`config.mk`:
```
export PLATFORM = sky130hd
export DESIGN_NAME = hessenberg_matrix_product_top
export DESIGN_NICKNAME = d
export VERILOG_FILES = /design/src/sv/hmp_pkg.sv /design/src/sv/hmp_ram.sv /design/src/sv/hmp_mac.sv /design/src/sv/hessenberg_matrix_product_top.sv
export SDC_FILE = /design/constraint.sdc
export NUM_CORES = 2
export LEC_CHECK = 0
export ABC_AREA = 1
export BUFFER_PORTS_ARGS = -buffer_cell sky130_fd_sc_hd__buf_2
export CAP_MARGIN = 5
export CORE_MARGIN = 3
export CORE_UTILIZATION = 50
export DETAILED_ROUTE_END_ITERATION = 12
export HOLD_SLACK_MARGIN = 0.1
export PLACE_DENSITY = 0.69
export SYNTH_ARGS = -nofsm -noshare
export SYNTH_HDL_FRONTEND = slang
export SYNTH_SLANG_ARGS = --single-unit
```
`constraint.sdc`:
```
create_clock -name aclk -period 10.3 [get_ports aclk]
set_clock_uncertainty 0.2 [all_clocks]
set_input_delay 1.545 -clock aclk [delete_from_list [all_inputs] [get_ports aclk]]
set_output_delay 1.545 -clock aclk [all_outputs]
set_load 0.01 [all_outputs]
```
`src/sv/hmp_pkg.sv`:
```
package hmp_pkg;

    // Field widths
    localparam int IDX_W  = 3;
    localparam int VAL_W  = 16;
    localparam int PROD_W = 2 * VAL_W;
    localparam int ACC_W  = PROD_W + 4;
    localparam int RES_W  = 32;
    localparam int DIM_W  = 4;
    localparam int OP_W   = 2;

    // Operation codes
    localparam logic [OP_W-1:0] OP_LOAD_A = 2'd0;
    localparam logic [OP_W-1:0] OP_LOAD_B = 2'd1;
    localparam logic [OP_W-1:0] OP_START  = 2'd2;

    // Smallest dimension honored
    localparam logic [DIM_W-1:0] DIM_MIN   = 4'd3;
    localparam logic [DIM_W-1:0] DIM_RESET = 4'd8;

    // Control that travels down the multiply-accumulate pipe with each term
    typedef struct packed {
        logic vld;   // a term is in this stage
        logic ok;    // term lies inside both bands
        logic last;  // final term of the current product element
    } mac_ctl_t;

endpackage

```
`src/sv/hmp_ram.sv`:
```
module hmp_ram #(
    parameter int WIDTH = 16,
    parameter int DEPTH = 64
) (
    input  logic                     clk,
    input  logic                     we,
    input  logic [$clog2(DEPTH)-1:0] waddr,
    input  logic [WIDTH-1:0]         wdata,
    input  logic [$clog2(DEPTH)-1:0] raddr,
    output logic [WIDTH-1:0]         rdata
);

    logic [WIDTH-1:0] mem [DEPTH];
    logic [WIDTH-1:0] rdata_reg;

    // One write port, one registered read port
    always_ff @(posedge clk) begin
        if (we) begin
            mem[waddr] <= wdata;
        end
        rdata_reg <= mem[raddr];
    end

    assign rdata = rdata_reg;

endmodule

```
`src/sv/hmp_mac.sv`:
```
module hmp_mac (
    input  logic                                 aclk,
    input  logic                                 aresetn,
    input  hmp_pkg::mac_ctl_t                    s1_ctl,
    input  logic signed [hmp_pkg::VAL_W-1:0]     a_data,
    input  logic signed [hmp_pkg::VAL_W-1:0]     b_data,
    output logic                                 done,
    output logic signed [hmp_pkg::RES_W-1:0]     sum_sat
);
    import hmp_pkg::*;

    localparam logic signed [ACC_W-1:0] SAT_MAX =
        ACC_W'({1'b0, {(RES_W-1){1'b1}}});
    localparam logic signed [ACC_W-1:0] SAT_MIN =
        -ACC_W'({1'b1, {(RES_W-1){1'b0}}});

    mac_ctl_t                   s2_reg;
    logic signed [PROD_W-1:0]   prod_reg;
    logic signed [ACC_W-1:0]    acc_reg;
    logic signed [ACC_W-1:0]    acc_next;
    logic signed [ACC_W-1:0]    term;
    logic signed [ACC_W-1:0]    sum_full;

    // Stage 2: one Q8.8 x Q8.8 multiply, exact in Q16.16
    always_ff @(posedge aclk) begin
        if (!aresetn) begin
            s2_reg <= '0;
        end else begin
            s2_reg <= s1_ctl;
        end
        prod_reg <= a_data * b_data;
    end

    // Out-of-band terms count as zero
    assign term     = s2_reg.ok ? ACC_W'(prod_reg) : '0;
    assign sum_full = acc_reg + term;

    // Stage 3: accumulate; clear after the final term of an element
    always_comb begin
        acc_next = acc_reg;
        if (s2_reg.vld) begin
            acc_next = s2_reg.last ? '0 : sum_full;
        end
    end

    always_ff @(posedge aclk) begin
        if (!aresetn) begin
            acc_reg <= '0;
        end else begin
            acc_reg <= acc_next;
        end
    end

    // Saturate the exact sum to 32 bits
    always_comb begin
        if (sum_full > SAT_MAX) begin
            sum_sat = RES_W'(SAT_MAX);
        end else if (sum_full < SAT_MIN) begin
            sum_sat = RES_W'(SAT_MIN);
        end else begin
            sum_sat = RES_W'(sum_full);
        end
    end

    assign done = s2_reg.vld && s2_reg.last;

    property p_acc_clear_after_done;
        @(posedge aclk) disable iff (!aresetn)
        done |=> (acc_reg == '0);
    endproperty
    a_acc_clear_after_done: assert property (p_acc_clear_after_done)
        else $error("accumulator not cleared after final term");

    property p_stage_follows;
        @(posedge aclk) disable iff (!aresetn)
        s1_ctl.vld |=> s2_reg.vld;
    endproperty
    a_stage_follows: assert property (p_stage_follows)
        else $error("term lost between stages");

    property p_sat_range;
        @(posedge aclk) disable iff (!aresetn)
        done && (sum_full > SAT_MAX) |-> (sum_sat == RES_W'(SAT_MAX));
    endproperty
    a_sat_range: assert property (p_sat_range)
        else $error("positive saturation wrong");

endmodule

```
`src/sv/hessenberg_matrix_product_top.sv`:
```
// Upper Hessenberg matrix product, Q8.8 in, Q16.16 out.
// Input channel (s_*): one beat per operation. Load A / load B beats write
// one band element (col <= row + 1, row and col below n) into the A or B
// store; other loads and unused operation codes are dropped. A start beat
// computes C = A * B for the current dimension n.
// Result channel (m_*): n*n beats in row-major order, last_flag on C[n-1][n-1].
// Config channel (cfg_*): writes dim_in_use; values below 3 act as 3,
// values above MAX_DIM act as MAX_DIM. Write only while the block is idle.
// Sequence: after a start, one shared multiplier and accumulator step through
// k = 0..n-1 for each element, then the block waits while the multiply and
// accumulate stages drain. s_ready stays low from the start beat until the
// last element is in the output register.
// Stall: the next element is not begun until the output register is free
// or being taken, so a stalled receiver simply holds the sequencer.
// Reset: dimension returns to 8, control clears; store contents are
// undefined until written.
module hessenberg_matrix_product_top #(
    parameter int MAX_DIM = 8
) (
    input  logic                                aclk,
    input  logic                                aresetn,
    // config write
    input  logic                                cfg_valid,
    output logic                                cfg_ready,
    input  logic [hmp_pkg::DIM_W-1:0]           cfg_data,
    // input beats
    input  logic                                s_valid,
    output logic                                s_ready,
    input  logic [hmp_pkg::OP_W-1:0]            s_operation,
    input  logic [hmp_pkg::IDX_W-1:0]           s_row_index,
    input  logic [hmp_pkg::IDX_W-1:0]           s_col_index,
    input  logic signed [hmp_pkg::VAL_W-1:0]    s_element_value,
    // result beats
    output logic                                m_valid,
    input  logic                                m_ready,
    output logic [hmp_pkg::IDX_W-1:0]           m_out_row,
    output logic [hmp_pkg::IDX_W-1:0]           m_out_col,
    output logic signed [hmp_pkg::RES_W-1:0]    m_product_value,
    output logic                                m_last_flag
);
    import hmp_pkg::*;

    localparam int DEPTH  = MAX_DIM * MAX_DIM;
    localparam int ADDR_W = $clog2(DEPTH);
    localparam logic [DIM_W-1:0] DIM_MAX = DIM_W'(MAX_DIM);

    typedef enum logic [2:0] {
        S_IDLE  = 3'b001,
        S_ISSUE = 3'b010,
        S_DRAIN = 3'b100
    } state_t;

    state_t              state_reg, state_next;
    logic [DIM_W-1:0]    dim_in_use_reg;
    logic [DIM_W-1:0]    n_act;
    logic [DIM_W-1:0]    n_reg, n_next;
    logic [IDX_W-1:0]    i_reg, i_next;
    logic [IDX_W-1:0]    j_reg, j_next;
    logic [IDX_W-1:0]    k_reg, k_next;
    logic [DIM_W-1:0]    n_m1;
    logic                k_end, j_end, i_end;

    logic                s_acc;
    logic                ld_ok;
    logic                we_a, we_b;
    logic [ADDR_W-1:0]   waddr;
    logic [ADDR_W-1:0]   raddr_a, raddr_b;
    logic [VAL_W-1:0]    rd_a, rd_b;

    logic                out_free;
    logic                issue;
    logic                band_ok;
    mac_ctl_t            s1_reg;
    logic                mac_done;
    logic signed [RES_W-1:0] mac_sum;

    logic                m_valid_reg;
    logic [IDX_W-1:0]    m_row_reg, m_col_reg;
    logic signed [RES_W-1:0] m_val_reg;
    logic                m_last_reg;

    // Config register, clamped to the supported range
    assign cfg_ready = 1'b1;

    always_ff @(posedge aclk) begin
        if (!aresetn) begin
            dim_in_use_reg <= DIM_RESET;
        end else if (cfg_valid) begin
            dim_in_use_reg <= cfg_data;
        end
    end

    always_comb begin
        if (dim_in_use_reg < DIM_MIN) begin
            n_act = DIM_MIN;
        end else if (dim_in_use_reg > DIM_MAX) begin
            n_act = DIM_MAX;
        end else begin
            n_act = dim_in_use_reg;
        end
    end

    // Load path: band elements inside the matrix only
    assign s_ready = (state_reg == S_IDLE);
    assign s_acc   = s_valid && s_ready;
    assign ld_ok   = ({1'b0, s_row_index} < n_act) && ({1'b0, s_col_index} < n_act)
                     && ({1'b0, s_col_index} <= ({1'b0, s_row_index} + 4'd1));
    assign we_a    = s_acc && ld_ok && (s_operation == OP_LOAD_A);
    assign we_b    = s_acc && ld_ok && (s_operation == OP_LOAD_B);
    assign waddr   = ADDR_W'(int'(s_row_index) * MAX_DIM + int'(s_col_index));

    // Read addresses for term A[i][k] * B[k][j]
    assign raddr_a = ADDR_W'(int'(i_reg) * MAX_DIM + int'(k_reg));
    assign raddr_b = ADDR_W'(int'(k_reg) * MAX_DIM + int'(j_reg));

    hmp_ram #(.WIDTH(VAL_W), .DEPTH(DEPTH)) u_store_a (
        .clk   (aclk),
        .we    (we_a),
        .waddr (waddr),
        .wdata (s_element_value),
        .raddr (raddr_a),
        .rdata (rd_a)
    );

    hmp_ram #(.WIDTH(VAL_W), .DEPTH(DEPTH)) u_store_b (
        .clk   (aclk),
        .we    (we_b),
        .waddr (waddr),
        .wdata (s_element_value),
        .raddr (raddr_b),
        .rdata (rd_b)
    );

    // Sequencer
    assign out_free = !m_valid_reg || m_ready;
    assign n_m1     = n_reg - 4'd1;
    assign k_end    = ({1'b0, k_reg} == n_m1);
    assign j_end    = ({1'b0, j_reg} == n_m1);
    assign i_end    = ({1'b0, i_reg} == n_m1);
    assign issue    = (state_reg == S_ISSUE) && ((k_reg != '0) || out_free);
    assign band_ok  = ({1'b0, k_reg} <= ({1'b0, i_reg} + 4'd1))
                      && ({1'b0, j_reg} <= ({1'b0, k_reg} + 4'd1));

    always_comb begin
        state_next = state_reg;
        n_next     = n_reg;
        i_next     = i_reg;
        j_next     = j_reg;
        k_next     = k_reg;
        unique case (state_reg)
            S_IDLE: begin
                if (s_acc && (s_operation == OP_START)) begin
                    n_next     = n_act;
                    i_next     = '0;
                    j_next     = '0;
                    k_next     = '0;
                    state_next = S_ISSUE;
                end
            end
            S_ISSUE: begin
                if (issue) begin
                    if (k_end) begin
                        k_next     = '0;
                        state_next = S_DRAIN;
                    end else begin
                        k_next = k_reg + 3'd1;
                    end
                end
            end
            S_DRAIN: begin
                if (mac_done) begin
                    if (j_end) begin
                        j_next = '0;
                        i_next = i_reg + 3'd1;
                    end else begin
                        j_next = j_reg + 3'd1;
                    end
                    state_next = (i_end && j_end) ? S_IDLE : S_ISSUE;
                end
            end
            default: begin
                state_next = S_IDLE;
            end
        endcase
    end

    always_ff @(posedge aclk) begin
        if (!aresetn) begin
            state_reg <= S_IDLE;
            n_reg     <= DIM_RESET;
            i_reg     <= '0;
            j_reg     <= '0;
            k_reg     <= '0;
            s1_reg    <= '0;
        end else begin
            state_reg <= state_next;
            n_reg     <= n_next;
            i_reg     <= i_next;
            j_reg     <= j_next;
            k_reg     <= k_next;
            s1_reg    <= '{vld: issue, ok: band_ok, last: k_end};
        end
    end

    hmp_mac u_mac (
        .aclk    (aclk),
        .aresetn (aresetn),
        .s1_ctl  (s1_reg),
        .a_data  (rd_a),
        .b_data  (rd_b),
        .done    (mac_done),
        .sum_sat (mac_sum)
    );

    // Output register
    always_ff @(posedge aclk) begin
        if (!aresetn) begin
            m_valid_reg <= 1'b0;
        end else if (mac_done) begin
            m_valid_reg <= 1'b1;
        end else if (m_ready) begin
            m_valid_reg <= 1'b0;
        end
        if (mac_done) begin
            m_row_reg  <= i_reg;
            m_col_reg  <= j_reg;
            m_val_reg  <= mac_sum;
            m_last_reg <= i_end && j_end;
        end
    end

    assign m_valid         = m_valid_reg;
    assign m_out_row       = m_row_reg;
    assign m_out_col       = m_col_reg;
    assign m_product_value = m_val_reg;
    assign m_last_flag     = m_last_reg;

    property p_done_in_drain;
        @(posedge aclk) disable iff (!aresetn)
        mac_done |-> (state_reg == S_DRAIN);
    endproperty
    a_done_in_drain: assert property (p_done_in_drain)
        else $error("element finished outside drain");

    property p_no_overwrite;
        @(posedge aclk) disable iff (!aresetn)
        mac_done |-> !m_valid_reg;
    endproperty
    a_no_overwrite: assert property (p_no_overwrite)
        else $error("output register overwritten");

    property p_last_on_diag;
        @(posedge aclk) disable iff (!aresetn)
        m_valid && m_last_flag |-> (m_out_row == m_out_col);
    endproperty
    a_last_on_diag: assert property (p_last_on_diag)
        else $error("last flag off the final element");

    property p_issue_only_running;
        @(posedge aclk) disable iff (!aresetn)
        issue |-> !s_ready;
    endproperty
    a_issue_only_running: assert property (p_issue_only_running)
        else $error("term issued while accepting beats");

endmodule
```
==> results.json <==
{
  "status": "finished clean",
  "postCtsSetupRepairBufs": 0,
  "gp_congestion": 0.896,
  "cts_resized": 0,
  "setup_tns_ns": 0,
  "min_to": "u_mac.s2_reg[0]$_SDFF_PN0_",
  "drive_above_1_share": 0.0812,
  "use_met1": 0.362,
  "drc": 0,
  "r2r_start": "u_store_b.rdata[1]$_DFF_P_",
  "tightest_slew_ns": 1.33,
  "area_growth_pct": 10.1,
  "slew-limit-headroom": 0.107,
  "synthesis.area_sq_um": 99500,
  "numPortBuffers": 73,
  "nets": 8843,
  "grt_antenna_before_repair": 11,
  "drt_iter0_drc": 8571,
  "hold_buffers": 0,
  "syn_nets": 8937,
  "ys.flop_type": "edfxtp_1",
  "cp-end-kind": "flip-flop",
  "worstSkewPairLatency_ns": 0.90,
  "grt_pass1_wl_um": 408000,
  "path_clk_slew_ns": 0.06,
  "antenna_left": 0,
  "slowest_delay_ns": 0.91,
  "path_max_fanout": 16,
  "cts_sinks": 2214,
  "io_pins": 75,
  "synth_edf_count": 2087,
  "critical_path.cell_chain": "nand2_1 -> inv_1 -> fa_1 -> fa_1 -> fa_1 -> fa_1 -> fa_1 -> inv_1 -> fa_1 -> inv_1 -> ha_1 -> nand2_1 -> nor4_1 -> o21ai_0 -> nand4_1 -> nand2_1",
  "clockBufferDepth": 3,
  "die_area_sq_um": 204000,
  "wl_per_cell_um": 24.3,
  "crit_slowest_cell": "fa_1",
  "grt.busiest_layer": "met2",
  "syn_avg_cell_area_sq_um": 11.7,
  "cp_top_family": "adder cells",
  "cp_common_cell": "fa_1",
  "synth-seq-area-share": 0.656,
  "synth_cells": 8505,
  "reg2reg_depth": 16,
  "root_buffer": "clkbuf_16",
  "initial_core_util": 0.503,
  "drt_wl_total_um": 274000,
  "grt_overflow": 0,
  "critPathBufInv": 3,
  "timing.final.crit_share": 0.614,
  "synthXorXnorAreaFrac": 0.00643,
  "drv_slew": 0,
  "synth_seq_cells": 2214,
  "yosysUniqueCellTypes": 51,
  "maxCapViolCount": 0,
  "synth.mux.area_fraction": 0,
  "core_area_sq_um": 198000,
  "synthAdderAreaFrac": 0.0700,
  "die_y_um": 452,
  "min_path_cells": 2,
  "setup_violations": 0,
  "grt_setup_unrepaired": "false",
  "met3_usage": 0.0446,
  "min-delay-start": "s1_reg[0]$_SDFF_PN0_",
  "chipWidth_um": 452,
  "start_kind": "flip-flop",
  "finalHoldViolCount": 0,
  "synth_top_family_by_area": "compound AO/OA/AOI/OAI gates",
  "r2r_slack_ns": 3.98,
  "synth-simple-area-share": 0.100,
  "cts_tree": "built",
  "grt_pass1_vias": 64100,
  "cts_buffers": 220,
  "rows": 163,
  "critPathArrivalTime_ns": 6.85,
  "synth_compound_area_frac": 0.120,
  "hpwl_um": 162000,
  "path_class": "flip-flop to flip-flop",
  "grt_use_total": 0.263,
  "min_path_type": "flip-flop to flip-flop",
  "htreeDepth": 4,
  "synth-async-reset-ratio": 0,
  "worstPathRequired_ns": 10.82,
  "grtUsageMet2": 0.421,
  "synth_warnings": 0,
  "r2r_end": "u_mac.prod_reg[29]$_DFF_P_",
  "drt_pass1_iterations": 8,
  "grt_max_degree": 197,
  "fin_crit_ns": 6.32,
  "vias": 67100,
  "fmax_mhz": 158,
  "viasPerCell": 5.96
}
==> area by class of cell <==
type	count	area, sq um
Clock inverter	145	1670
Fill cell	16100	88100
Tap cell	2640	3300
Clock buffer	273	5840
Inverter	609	2320
Timing Repair Buffer	222	1590
Sequential cell	2214	65200
Antenna cell	4	10.0
Multi-Input combinational cell	5144	29500
==> Yosys cell counts, types with 10 or more instances <==
master    number  area share
xnor2_1       25      0.0022
or2_2         16      0.0010
clkbuf_1     371       0.014
nor2_1      1429       0.054
xor2_1        48      0.0042
inv_2         10     0.00038
nor2_2        76      0.0048
o22ai_1      588       0.037
o221ai_1      35      0.0031
dfxtp_1      127       0.026
buf_6         35      0.0040
o211ai_1      49      0.0037
fa_1         263       0.053
nand4_1       21      0.0013
buf_1         15     0.00057
ha_1         136       0.017
buf_4         20      0.0015
nand3_1       67      0.0034
nor3_1        27      0.0014
edfxtp_1    2087        0.63
a21oi_1      109      0.0055
inv_1        597       0.023
nand2_1      839       0.032
o21ai_1      113      0.0057
buf_2         97      0.0049
o21ai_0     1229       0.062
==> layout by cell type (no fill, tap or decap), drive strengths merged, types with 9 or more instances in the layout <==
cell	netlist	layout
edfxtp	2087	2087
nor2	1505	1505
o21ai	1342	1342
nand2	847	847
inv	607	612
o22ai	588	588
clkbuf	371	273
fa	263	263
buf	167	222
ha	136	136
dfxtp	127	127
a21oi	111	111
clkinv	2	108
nand3	70	70
o211ai	49	49
xor2	48	48
o221ai	35	35
nor3	30	30
bufinv	0	29
xnor2	25	25
nand4	21	21
or2	21	21
nand3b	9	9
==> per-layer routing <==
layer / wire, um / up-vias
met1: 108000 / 33200
li1: - / 29800
met2: 129000 / 3554
met3: 25600 / 538
met4: 10700 / 4
met5: 21 / -
==> metrics by stage <==
stage / instance area, sq um / utilization / hold slack (ns) / cells / setup WS [ns]
after global routing: 109000 / 0.554 / 0.234 / 11300 / 3.57
after global placement: 102000 / 0.516 / 0.217 / 10800 / 4.00
after floorplan: 99500 / - / 0.190 / 8505 / 4.60
after CTS: 109000 / 0.554 / 0.216 / 11200 / 3.93
final: 109000 / 0.554 / 0.219 / 11300 / 3.98
after detailed placement: 102000 / 0.516 / 0.204 / 10800 / 3.95
==> worst min-delay path, stage by stage (launching register included) <==
cell and delay [ns]:
dfxtp_1 0.30, nand2_1 0.05, inv_1 0.04
==> cells by family after synthesis <==
kind of cell,count (synthesis)
flops,2214
xor+xnor,73
other cells,1
simple gates,2513
buf+inv,1147
fa+ha+maj,399
compound gates,2158
==> worst max path at each step <==
stage / from / endpoint / depth (start not counted)
6_report: u_store_b.rdata[1]$_DFF_P_ / u_mac.prod_reg[29]$_DFF_P_ / 16
5_1_grt: u_store_b.rdata[1]$_DFF_P_ / u_mac.prod_reg[29]$_DFF_P_ / 16
4_1_cts: u_store_b.rdata[1]$_DFF_P_ / u_mac.prod_reg[30]$_DFF_P_ / 17
3_5_place_dp: u_store_b.rdata[1]$_DFF_P_ / u_mac.prod_reg[30]$_DFF_P_ / 17
3_3_place_gp: u_store_a.rdata[7]$_DFF_P_ / u_mac.prod_reg[23]$_DFF_P_ / 20
2_1_floorplan: u_store_b.rdata[7]$_DFF_P_ / u_mac.prod_reg[23]$_DFF_P_ / 22
Power is not shown: default switching activity piles up to over one toggle a cycle in this logic, so the estimate is an artifact.
